===== config.mk =====
export PLATFORM = sky130hd
export DESIGN_NAME = fastcgi_record_deframer_unit
export DESIGN_NICKNAME = d
export VERILOG_FILES = /design/src/design/fcgi_pkg.sv /design/src/design/fcgi_core.sv /design/src/design/fcgi_out_stage.sv /design/src/design/fastcgi_record_deframer_unit.sv
export SDC_FILE = /design/constraint.sdc
export NUM_CORES = 1
export LEC_CHECK = 0
export ABC_AREA = 1
export BUFFER_PORTS_ARGS = -buffer_cell sky130_fd_sc_hd__buf_2
export CORE_MARGIN = 2
export CORE_UTILIZATION = 45
export DETAILED_ROUTE_END_ITERATION = 6
export SYNTH_ARGS = -nofsm -noshare
export SYNTH_HDL_FRONTEND = slang
export SYNTH_SLANG_ARGS = --single-unit

===== constraint.sdc =====
create_clock -name clock -period 12.3 [get_ports clock]
set_clock_uncertainty 0.15 [all_clocks]
set_input_delay 1.23 -clock clock [delete_from_list [all_inputs] [get_ports clock]]
set_output_delay 1.23 -clock clock [all_outputs]
set_load 0.02 [all_outputs]

===== src/design/fcgi_pkg.sv =====
// Shared types and constants for the record deframer.
// Holds the result-kind, error and phase codes and the result struct.
// Depends on nothing; every other design file imports it.
`timescale 1ns / 1ps
`default_nettype none

package fcgi_pkg;

   // Configuration register indexes.
   localparam int CSR_IDX_W = 1;
   localparam logic [CSR_IDX_W-1:0] CSR_EXP_VERSION = 1'd0;
   localparam logic [CSR_IDX_W-1:0] CSR_MAX_TYPE    = 1'd1;

   localparam logic [7:0] EXP_VERSION_RESET = 8'd1;
   localparam logic [7:0] MAX_TYPE_RESET    = 8'd11;

   // Result kinds.
   localparam logic [3:0] KIND_HEADER     = 4'd0;
   localparam logic [3:0] KIND_SCAN       = 4'd1;
   localparam logic [3:0] KIND_CLIENT     = 4'd2;
   localparam logic [3:0] KIND_DROPPED    = 4'd3;
   localparam logic [3:0] KIND_STDERR     = 4'd4;
   localparam logic [3:0] KIND_DISCARD    = 4'd5;
   localparam logic [3:0] KIND_END_BODY   = 4'd6;
   localparam logic [3:0] KIND_END_DONE   = 4'd7;
   localparam logic [3:0] KIND_ERROR      = 4'd8;

   // Error codes.
   localparam logic [2:0] ERR_NONE        = 3'd0;
   localparam logic [2:0] ERR_VERSION     = 3'd1;
   localparam logic [2:0] ERR_TYPE        = 3'd2;
   localparam logic [2:0] ERR_END_LENGTH  = 3'd3;
   localparam logic [2:0] ERR_END_STATUS  = 3'd4;

   // Stream phases.
   localparam logic [1:0] PH_HEADER  = 2'd0;
   localparam logic [1:0] PH_CONTENT = 2'd1;
   localparam logic [1:0] PH_PADDING = 2'd2;

   // Record types with special handling.
   localparam logic [7:0] T_END    = 8'd3;
   localparam logic [7:0] T_STDOUT = 8'd6;
   localparam logic [7:0] T_STDERR = 8'd7;

   // Scan modes.
   localparam logic [1:0] MODE_SCAN   = 2'd0;
   localparam logic [1:0] MODE_CLIENT = 2'd1;

   // Header byte positions.
   localparam logic [2:0] HB_VERSION  = 3'd0;
   localparam logic [2:0] HB_TYPE     = 3'd1;
   localparam logic [2:0] HB_LEN_HIGH = 3'd4;
   localparam logic [2:0] HB_LEN_LOW  = 3'd5;
   localparam logic [2:0] HB_PADDING  = 3'd6;
   localparam logic [2:0] HB_LAST     = 3'd7;

   localparam logic [15:0] END_BODY_LEN = 16'd8;

   typedef struct packed {
      logic [3:0]  kind;
      logic [7:0]  data_byte;
      logic [7:0]  record_kind;
      logic [31:0] exit_status;
      logic [2:0]  error_code;
   } result_type;

endpackage

`default_nettype wire


===== src/design/fcgi_core.sv =====
// Deframer state and the single-pass routing logic for one byte.
// Also holds the two configuration registers.
// Depends on fcgi_pkg.
`timescale 1ns / 1ps
`default_nettype none

module fcgi_core import fcgi_pkg::*; (
   input  wire logic                 clock,
   input  wire logic                 reset,
   input  wire logic                 csr_we,
   input  wire logic [CSR_IDX_W-1:0] csr_index,
   input  wire logic [7:0]           csr_wdata,
   input  wire logic [7:0]           in_byte,
   input  wire logic [1:0]           in_mode,
   input  wire logic                 step,
   output result_type                result
);

   logic [7:0]  exp_ver_ff, max_type_ff;
   logic [1:0]  phase_ff, phase_in;
   logic [2:0]  hcount_ff, hcount_in;
   logic [39:0] hstore_ff, hstore_in;
   logic [15:0] content_ff, content_in;
   logic [7:0]  pad_ff, pad_in;
   logic [7:0]  ctype_ff, ctype_in;
   logic [55:0] ebody_ff, ebody_in;
   logic [2:0]  err_ff, err_in;

   logic [7:0]  hdr_ver, hdr_type, hdr_pad;
   logic [15:0] hdr_len;
   logic [15:0] content_dec;
   logic [7:0]  pad_dec;
   logic        status_bad;

   assign hdr_ver  = hstore_in[39:32];
   assign hdr_type = hstore_in[31:24];
   assign hdr_len  = hstore_in[23:8];
   assign hdr_pad  = hstore_in[7:0];
   assign content_dec = content_ff - 16'd1;
   assign pad_dec     = (pad_ff != 8'd0) ? pad_ff - 8'd1 : 8'd0;

   always_comb begin
      phase_in   = phase_ff;
      hcount_in  = hcount_ff;
      hstore_in  = hstore_ff;
      content_in = content_ff;
      pad_in     = pad_ff;
      ctype_in   = ctype_ff;
      ebody_in   = ebody_ff;
      err_in     = err_ff;
      status_bad = 1'b0;

      result.kind        = KIND_HEADER;
      result.data_byte   = in_byte;
      result.record_kind = ctype_ff;
      result.exit_status = 32'd0;

      if (err_ff != ERR_NONE) begin
         result.kind = KIND_ERROR;
      end else begin
         unique case (phase_ff)
            PH_HEADER: begin
               unique case (hcount_ff)
                  HB_VERSION:  hstore_in[39:32] = in_byte;
                  HB_TYPE:     hstore_in[31:24] = in_byte;
                  HB_LEN_HIGH: hstore_in[23:16] = in_byte;
                  HB_LEN_LOW:  hstore_in[15:8]  = in_byte;
                  HB_PADDING:  hstore_in[7:0]   = in_byte;
                  default:     hstore_in        = hstore_ff;
               endcase
               if (hcount_ff != HB_LAST) begin
                  hcount_in          = hcount_ff + 3'd1;
                  result.record_kind = 8'd0;
               end else begin
                  // Last header byte: check the header and enter the record.
                  hcount_in          = 3'd0;
                  ctype_in           = hdr_type;
                  result.record_kind = hdr_type;
                  priority if (hdr_ver != exp_ver_ff) begin
                     err_in = ERR_VERSION;
                  end else if (hdr_type > max_type_ff) begin
                     err_in = ERR_TYPE;
                  end else if (hdr_type == T_END && hdr_len != END_BODY_LEN) begin
                     err_in = ERR_END_LENGTH;
                  end else begin
                     err_in = ERR_NONE;
                  end
                  if (err_in != ERR_NONE) begin
                     result.kind = KIND_ERROR;
                  end else begin
                     content_in = hdr_len;
                     pad_in     = hdr_pad;
                     if (hdr_len != 16'd0) begin
                        phase_in = PH_CONTENT;
                     end else if (hdr_pad != 8'd0) begin
                        phase_in = PH_PADDING;
                     end else begin
                        phase_in = PH_HEADER;
                     end
                  end
               end
            end
            PH_CONTENT: begin
               content_in = content_dec;
               priority if (ctype_ff == T_STDOUT) begin
                  unique case (in_mode)
                     MODE_SCAN:   result.kind = KIND_SCAN;
                     MODE_CLIENT: result.kind = KIND_CLIENT;
                     default:     result.kind = KIND_DROPPED;
                  endcase
               end else if (ctype_ff == T_STDERR) begin
                  result.kind = KIND_STDERR;
               end else if (ctype_ff == T_END) begin
                  ebody_in    = {ebody_ff[47:0], in_byte};
                  result.kind = KIND_END_BODY;
                  if (content_dec == 16'd0) begin
                     // Protocol status is body byte four; application status
                     // is body bytes zero to three, big-endian.
                     if (ebody_ff[23:16] != 8'd0) begin
                        status_bad  = 1'b1;
                        err_in      = ERR_END_STATUS;
                        result.kind = KIND_ERROR;
                     end else begin
                        result.kind        = KIND_END_DONE;
                        result.exit_status = ebody_ff[55:24];
                     end
                  end
               end else begin
                  result.kind = KIND_DISCARD;
               end
               if (content_dec == 16'd0 && !status_bad) begin
                  phase_in = (pad_ff != 8'd0) ? PH_PADDING : PH_HEADER;
               end
            end
            default: begin
               pad_in = pad_dec;
               if (pad_dec == 8'd0) begin
                  phase_in = PH_HEADER;
               end
            end
         endcase
      end

      result.error_code = err_in;
   end

   always_ff @(posedge clock) begin
      if (reset) begin
         exp_ver_ff  <= EXP_VERSION_RESET;
         max_type_ff <= MAX_TYPE_RESET;
         phase_ff    <= PH_HEADER;
         hcount_ff   <= 3'd0;
         content_ff  <= 16'd0;
         pad_ff      <= 8'd0;
         ctype_ff    <= 8'd0;
         err_ff      <= ERR_NONE;
      end else begin
         if (csr_we) begin
            unique case (csr_index)
               CSR_EXP_VERSION: exp_ver_ff  <= csr_wdata;
               CSR_MAX_TYPE:    max_type_ff <= csr_wdata;
            endcase
         end
         if (step) begin
            phase_ff   <= phase_in;
            hcount_ff  <= hcount_in;
            content_ff <= content_in;
            pad_ff     <= pad_in;
            ctype_ff   <= ctype_in;
            err_ff     <= err_in;
         end
      end
   end

   // Header and end-body bytes are always written before they are read.
   always_ff @(posedge clock) begin
      if (step) begin
         hstore_ff <= hstore_in;
         ebody_ff  <= ebody_in;
      end
   end

endmodule

`default_nettype wire


===== src/design/fcgi_out_stage.sv =====
// Result register of the deframer with its valid flag.
// Holds a finished beat until the consumer takes it.
// Depends on fcgi_pkg.
`timescale 1ns / 1ps
`default_nettype none

module fcgi_out_stage import fcgi_pkg::*; (
   input  wire logic        clock,
   input  wire logic        reset,
   input  wire logic        in_valid,
   input  wire result_type  in_result,
   output logic             in_ready,
   output logic             rsp_valid,
   input  wire logic        rsp_ready,
   output logic [3:0]       rsp_kind,
   output logic [7:0]       rsp_data_byte,
   output logic [7:0]       rsp_record_kind,
   output logic [31:0]      rsp_exit_status,
   output logic [2:0]       rsp_error_code
);

   logic       vld_ff, vld_in;
   result_type res_ff;

   assign in_ready = !vld_ff || rsp_ready;
   assign vld_in   = in_ready ? in_valid : vld_ff;

   always_ff @(posedge clock) begin
      if (reset) begin
         vld_ff <= 1'b0;
      end else begin
         vld_ff <= vld_in;
      end
   end

   always_ff @(posedge clock) begin
      if (in_valid && in_ready) begin
         res_ff <= in_result;
      end
   end

   assign rsp_valid       = vld_ff;
   assign rsp_kind        = res_ff.kind;
   assign rsp_data_byte   = res_ff.data_byte;
   assign rsp_record_kind = res_ff.record_kind;
   assign rsp_exit_status = res_ff.exit_status;
   assign rsp_error_code  = res_ff.error_code;

endmodule

`default_nettype wire


===== src/design/fastcgi_record_deframer_unit.sv =====
// Record deframer top level: input register, routing core, result register.
// A beat moves from the input register through fcgi_core into the result register.
// Throughput: one byte per cycle unless rsp_ready stalls; fcgi_core is single-pass.
// Synchronous active-high reset empties both registers, restores the
// configuration defaults and returns the parser to the header phase with no error.
// Depends on fcgi_pkg, fcgi_core and fcgi_out_stage.
`timescale 1ns / 1ps
`default_nettype none

module fastcgi_record_deframer_unit import fcgi_pkg::*; (
   input  wire logic                 clock,
   input  wire logic                 reset,
   input  wire logic                 req_valid,
   output logic                      req_ready,
   input  wire logic [7:0]           req_rx_byte,
   input  wire logic [1:0]           req_stdout_mode,
   output logic                      rsp_valid,
   input  wire logic                 rsp_ready,
   output logic [3:0]                rsp_kind,
   output logic [7:0]                rsp_data_byte,
   output logic [7:0]                rsp_record_kind,
   output logic [31:0]               rsp_exit_status,
   output logic [2:0]                rsp_error_code,
   input  wire logic                 csr_we,
   input  wire logic [CSR_IDX_W-1:0] csr_index,
   input  wire logic [7:0]           csr_wdata
);

   logic       in_vld_ff, in_vld_in;
   logic [7:0] in_byte_ff;
   logic [1:0] in_mode_ff;
   logic       out_ready;
   logic       step;
   result_type core_result;

   // The input register moves on whenever the result register can take a beat.
   assign req_ready = !in_vld_ff || out_ready;
   assign in_vld_in = req_ready ? req_valid : in_vld_ff;
   assign step      = in_vld_ff && out_ready;

   always_ff @(posedge clock) begin
      if (reset) begin
         in_vld_ff <= 1'b0;
      end else begin
         in_vld_ff <= in_vld_in;
      end
   end

   always_ff @(posedge clock) begin
      if (req_valid && req_ready) begin
         in_byte_ff <= req_rx_byte;
         in_mode_ff <= req_stdout_mode;
      end
   end

   fcgi_core u_core (
      .clock     (clock),
      .reset     (reset),
      .csr_we    (csr_we),
      .csr_index (csr_index),
      .csr_wdata (csr_wdata),
      .in_byte   (in_byte_ff),
      .in_mode   (in_mode_ff),
      .step      (step),
      .result    (core_result)
   );

   fcgi_out_stage u_out (
      .clock           (clock),
      .reset           (reset),
      .in_valid        (in_vld_ff),
      .in_result       (core_result),
      .in_ready        (out_ready),
      .rsp_valid       (rsp_valid),
      .rsp_ready       (rsp_ready),
      .rsp_kind        (rsp_kind),
      .rsp_data_byte   (rsp_data_byte),
      .rsp_record_kind (rsp_record_kind),
      .rsp_exit_status (rsp_exit_status),
      .rsp_error_code  (rsp_error_code)
   );

endmodule

`default_nettype wire


# --- After elaboration in Yosys (flattened, before gate mapping) ---
# Index checks and enable logic that the tools add are counted.
word_totals:
  register_bits: 219
  latchBits: 0
  ram_bits: 0
  rom_bits: 0
  in_bits: 24
  output_inout_bits: 57
  n_memories: 0
op_classes:
  addsub: 3
  multipliers: 0
  div_mod_pow: 0
  order_cmp: 1
  eq_ne: 16
  shifts: 0
  n_mux: 62
  n_bitwise: 8
  n_reduce_logical: 31
op_table:
  columns: ["operator", "n"]
  rows:
  - ["$mux 32", 6]
  - ["$mux 40", 3]
  - ["$mux 8", 10]
  - ["$mux 3", 13]
  - ["$mux 16", 2]
  - ["$pmux 16 s2", 1]
  - ["$mux 4", 7]
  - ["$reduce_bool 8->1", 3]
  - ["$eq 8x2->1 const B", 2]
  - ["$eq 8x3->1 const B", 2]
  - ["$logic_not 16->1", 1]
  - ["$mux 2", 8]
  - ["$ne 16x4->1 const B", 1]
  - ["$pmux 8 s2", 1]
  - ["$reduce_bool 16->1", 1]
  - ["$sub 16x1->16 const B", 1]
  - ["$reduce_and 6->1", 2]
  - ["$reduce_and 5->1", 2]
  - ["$eq 3x3->1 const B", 3]
  - ["$reduce_bool 3->1", 3]
  - ["$gt 8x8->1", 1]
  - ["$logic_not 8->1", 1]
  - ["$ne 8x8->1", 1]
  - ["$not 1->1", 8]
  - ["21 further kinds", 38]

# --- Longest topological paths before layout ---
depth:
  ltp_word: 16
  mapped_depth: 19
  mapped_depth_nobuf: 18

# --- Cells and area by module ---
# Synthesis repeated with hierarchy kept, for this count alone.
hier_totals:
  cells_unflattened: 1023
  hier_area_um2: 9989.6
by_module_without_submodules:
  columns: ["module", "instances", "cells_each", "area_each_um2", "seq_area_each_um2"]
  rows:
  - ["fcgi_core", 1, 944, 7935.1, 4003.8]
  - ["fcgi_out_stage", 1, 61, 1699.1, 1671.6]
  - ["fastcgi_record_deframer_unit", 1, 18, 355.3, 320.3]

# --- Worst setup path after synthesis ---
# OpenSTA, ideal clock, no wires.
synth_path:
  path_type: "input-to-reg"
  start: "input port rsp_ready"
  end: "register u_core.ebody_ff[0] (enable)"
  arrival_ns: 5.328
  slack_ns: 6.283
  cell_stages: 4
  path_buffers: 0
  cell_sequence: "inv_1 > nand2_1 > nand2_1 > nor3_1"
synth_via:
  elab_chain_cells: 3
synth_lines:
  columns: ["item", "line_no", "text"]
  rows:
  - ["start, declared", "fastcgi_record_deframer_unit.sv:18", "input wire logic rsp_ready,"]
  - ["$logic_or 1x1->1", "fcgi_out_stage.sv:25", "assign in_ready = !vld_ff || rsp_ready;"]
  - ["$logic_and 1x1->1", "fastcgi_record_deframer_unit.sv:39", "assign step = in_vld_ff && out_ready;"]
  - ["$reduce_and 6->1 (no line)", null, null]
  - ["end signal, assigned", "fcgi_core.sv:179", "ebody_ff <= ebody_in;"]
  - ["end, declared", "fcgi_core.sv:26", "logic [55:0] ebody_ff, ebody_in;"]
# Every way passes these cells.
# A chain may end at the register's enable or synchronous reset.

# --- Worst setup path in the final report ---
layout_path:
  start: "register u_core.phase_ff[1]"
  end: "register u_core.content_ff[5]"
layout_via:
  elab_chain_cells: 14
layout_lines:
  columns: ["item", "line_no", "text"]
  rows:
  - ["start, declared", "fcgi_core.sv:20", "logic [1:0] phase_ff, phase_in;"]
  - ["start signal, assigned", "fcgi_core.sv:165", "phase_ff <= phase_in;"]
  - ["$logic_not 2->1 *", "fcgi_core.sv:61", "unique case (phase_ff)"]
  - ["$mux 40 *", "fcgi_core.sv:61", null]
  - ["$mux 40 *", "fcgi_core.sv:58", "if (err_ff != ERR_NONE) begin"]
  - ["net u_core.hstore_in[25]", "fcgi_core.sv:22", "logic [39:0] hstore_ff, hstore_in;"]
  - ["branches (longest 3 deep; another with $gt 8x8->1)", null, null]
  - ["$mux 3 *", "fcgi_core.sv:81", "end else if (hdr_type > max_type_ff) begin"]
  - ["$mux 3 *", "fcgi_core.sv:79", "priority if (hdr_ver != exp_ver_ff) begin"]
  - ["$mux 3 *", "fcgi_core.sv:71", "if (hcount_ff != HB_LAST) begin"]
  - ["$mux 3 *", "fcgi_core.sv:61", null]
  - ["$mux 3 *", "fcgi_core.sv:58", null]
  - ["$reduce_bool 3->1 *", "fcgi_core.sv:88", "if (err_in != ERR_NONE) begin"]
  - ["$ne 2x2->1 (no line) *", null, null]
  - ["$reduce_and 5->1 (no line) *", null, null]
  - ["end signal, assigned", "fcgi_core.sv:167", "content_ff <= content_in;"]
  - ["end, declared", "fcgi_core.sv:23", "logic [15:0] content_ff, content_in;"]
# Mark *: on every way through the listed nets, which the timed path passes. The select of a mux whose other input is x is not followed.

==> flow_summary.toml <==
[status]
status = "finished, final reports clean"

[synth]
syn_area_um2 = 9820
synth.area.top_cells = "edfxtp_1 (49%), dfxtp_1 (12%), nand2_1 (8.2%)"
synth_top_flop_cell = "edfxtp_1"
syn_nets = 1050
syn_area_per_cell_um2 = 9.72
synth_xor_area_frac = 0.00803
synth_mux_area_frac = 0
synth_top_family_by_area = "simple AND/OR/NAND/NOR gates"
synth-edff-count = 161
synthSimpleGateAreaFrac = 0.204
synthDistinctLibCells = 44
synth-seq-cells = 219
postSynthCellCount = 1010
synth_adder_area_share = 0.0204
synth_compound_area_frac = 0.0861
synth_area_leader_cell = "edfxtp_1"
synth_seq_area_share = 0.611
ys_warn_count = 0
synth-async-reset-ratio = 0
synth_top_area_frac = 0.492

[worst_setup_path]
slowest_delay_ps = 530
end_kind = "flip-flop"
cp-start-kind = "flip-flop"
crit_slowest_cell = "nor2_8"
crit_fanout = 40
crit_chain = "inv_2, nand2_2, nor2_8, nand3_2, o21ai_1, inv_1, ha_1, a21oi_1, o21a_1, o221ai_1, o21ai_0, nand3_4, nand2_4, nand3_4, o21ai_0, a21oi_1"
crit_type = "flip-flop to flip-flop"
crit_required_ps = 12550
cp.arrival_ps = 4330

[detailed_routing]
vias_per_cell = 5.11
drt_wl_total_mm = 21.3
drc = 0
vias = 7107
drtIter0Drc = 498
final_antenna_net_count = 0
wire_per_inst_um = 15.3
drt_pre_antenna_iters = 5

[timing]
holdWs_ps = 269
finalSetupTns_ps = 0
finalHoldViolCount = 0
rsz0062_at_grt = "false"
worstMarginPinSlew_ps = 1120
max_freq_mhz = 245
fin_ws_ps = 8210
finalCriticalPeriod_ps = 4090
fin_crit_sh = 0.332
relSlewSlack = 0.249
maxSlewViolCount = 0
final-setup-viol-count = 0

[cells_and_area]
final_cell_mix = "nand2_1 (214), edfxtp_1 (161), inv_1 (132)"
syn_to_final_growth_pct = 14.0
final_cell_count_no_fill = 1391
fin_nets = 1133
antenna_cells = 0
nFillCells = 2003
drive_gt1_frac = 0.131
final_common_cell = "nand2_1"

[global_route]
antenna_found_initial = 0
grt_pass1_vias = 6541
gr-max-usage-layer = "met2"
globalRouteMet3Util = 0.0296
grt_pass1_wl_mm = 34.0
grt_use_met1 = 0.269
grt_use_total = 0.188
grt_max_degree = 64
met2_usage = 0.302
globalRoute.totalOverflow = 0

[floorplanning]
start_util = 0.454
die_width_um = 152
num_rows = 54
ios = 81
die_y_um = 152
core_area_um2 = 21600
die-area_um2 = 23000

[placed_design]
dp_hpwl_mm = 14.5
finalWeightedCongestion = 0.838
port_buffers = 80
post-place-ws_ps = 8190
placed_cells = 1347

[clocking]
clk_latency_ps = 520
clock-root-buffer = "clkbuf_16"
post_cts_resized = 0
htree_levels = 1
ctsLongestPathBuffers = 3
cts_tree = "done"
cts_setup_buffers = 0
cts_sinks = 219
cts_made_buffers = 24
hold_buffers = 0
clkSlewWorstSetupHoldPaths_ps = 60

[worst_hold_path]
hold_path.class = "flip-flop to flip-flop"

[power_and_ir_drop]
power.leakage_nw = 4.57
vdd_drop_max_mv = 0.105
power_density_nw_per_um2 = 144

[flow_run]
cap_violations = 0
layout make-up:
| cell class | count | area, um2 | area share |
|---|---|---|---|
| well taps | 280 | 350 | 0.0313 |
| flip-flops and latches | 219 | 6000 | 0.536 |
| repair buffers | 85 | 438 | 0.0391 |
| multi-input cells | 622 | 3130 | 0.280 |
| inverters | 141 | 532 | 0.0475 |
| clock buffers | 31 | 627 | 0.0560 |
| clock inverters | 13 | 116 | 0.0104 |
critical path: cells and delay by family, from the launching register on:
| kind | cells | cell delay, ps |
|---|---|---|
| AO/OA/AOI/OAI | 7 | 1280 |
| flip-flops | 1 | 360 |
| AND/OR/NAND/NOR | 6 | 1620 |
| adder cells (fa/ha/maj) | 1 | 330 |
| buffers and inverters | 2 | 200 |
state kept, by name (all words and copies together), names as in the netlist, 4 cells and up:
| name | flops |
|---|---|
| u_core.pad_ff | 8 |
| u_core.content_ff | 16 |
| u_core.hstore_ff | 40 |
| u_core.exp_ver_ff | 8 |
| u_out.rsp_kind | 4 |
| u_core.ebody_ff | 56 |
| u_core.ctype_ff | 8 |
| u_out.rsp_exit_status | 32 |
| u_out.rsp_record_kind | 8 |
| u_core.max_type_ff | 8 |
| in_byte_ff | 8 |
| u_out.rsp_data_byte | 8 |
logic make-up after synthesis:
logic type,after synthesis
flops,219
fa+ha+maj,16
buf+inv,169
compound gates,153
xor+xnor,9
simple gates,444
where the power goes:
group	switching [mW]	internal, mW
sequential	0.0117	0.815
clock	0.289	0.384
combinational	0.0804	0.0349
metal layers:
metal | vias up | wire length, um
met5 | - | 0
met4 | 0 | 367
met3 | 28 | 1110
met2 | 169 | 9690
met1 | 3338 | 10200
li1 | 3572 | -
metrics by stage:
step           cell area, um2   util  total power, mW
2_1_floorplan            9820      -            0.921
3_3_place_gp            10400  0.483            0.957
3_5_place_dp            10400  0.483            0.959
4_1_cts                 11200  0.518             1.63
5_1_grt                 11200  0.518             1.68
6_report                11200  0.518             1.62
synthesized netlist by cell type, types with 4 or more instances:
library cell / count
nor2_1: 101
buf_6: 5
edfxtp_1: 161
a21oi_1: 58
o21ai_0: 56
a22o_1: 4
dfxtp_1: 58
xor2_1: 9
nand4_1: 23
nor3_1: 11
nor4_1: 6
nand2_1: 214
inv_1: 133
ha_1: 16
clkbuf_1: 17
nand2_4: 4
a31oi_1: 7
o21ai_1: 12
clkinv_1: 5
o211ai_1: 4
nand3_1: 67
path summary, 6_finish.rpt:
path,start,end,slack [ps],cells after the start
hold reg to reg,u_core.ebody_ff[5],u_core.ebody_ff[13],270,0
setup reg to reg,u_core.phase_ff[1],u_core.content_ff[5],8210,16
hold / removal,u_core.ebody_ff[5],u_core.ebody_ff[13],270,0
setup / recovery,u_core.phase_ff[1],u_core.content_ff[5],8210,16
Power figures use the tool's default switching activity.
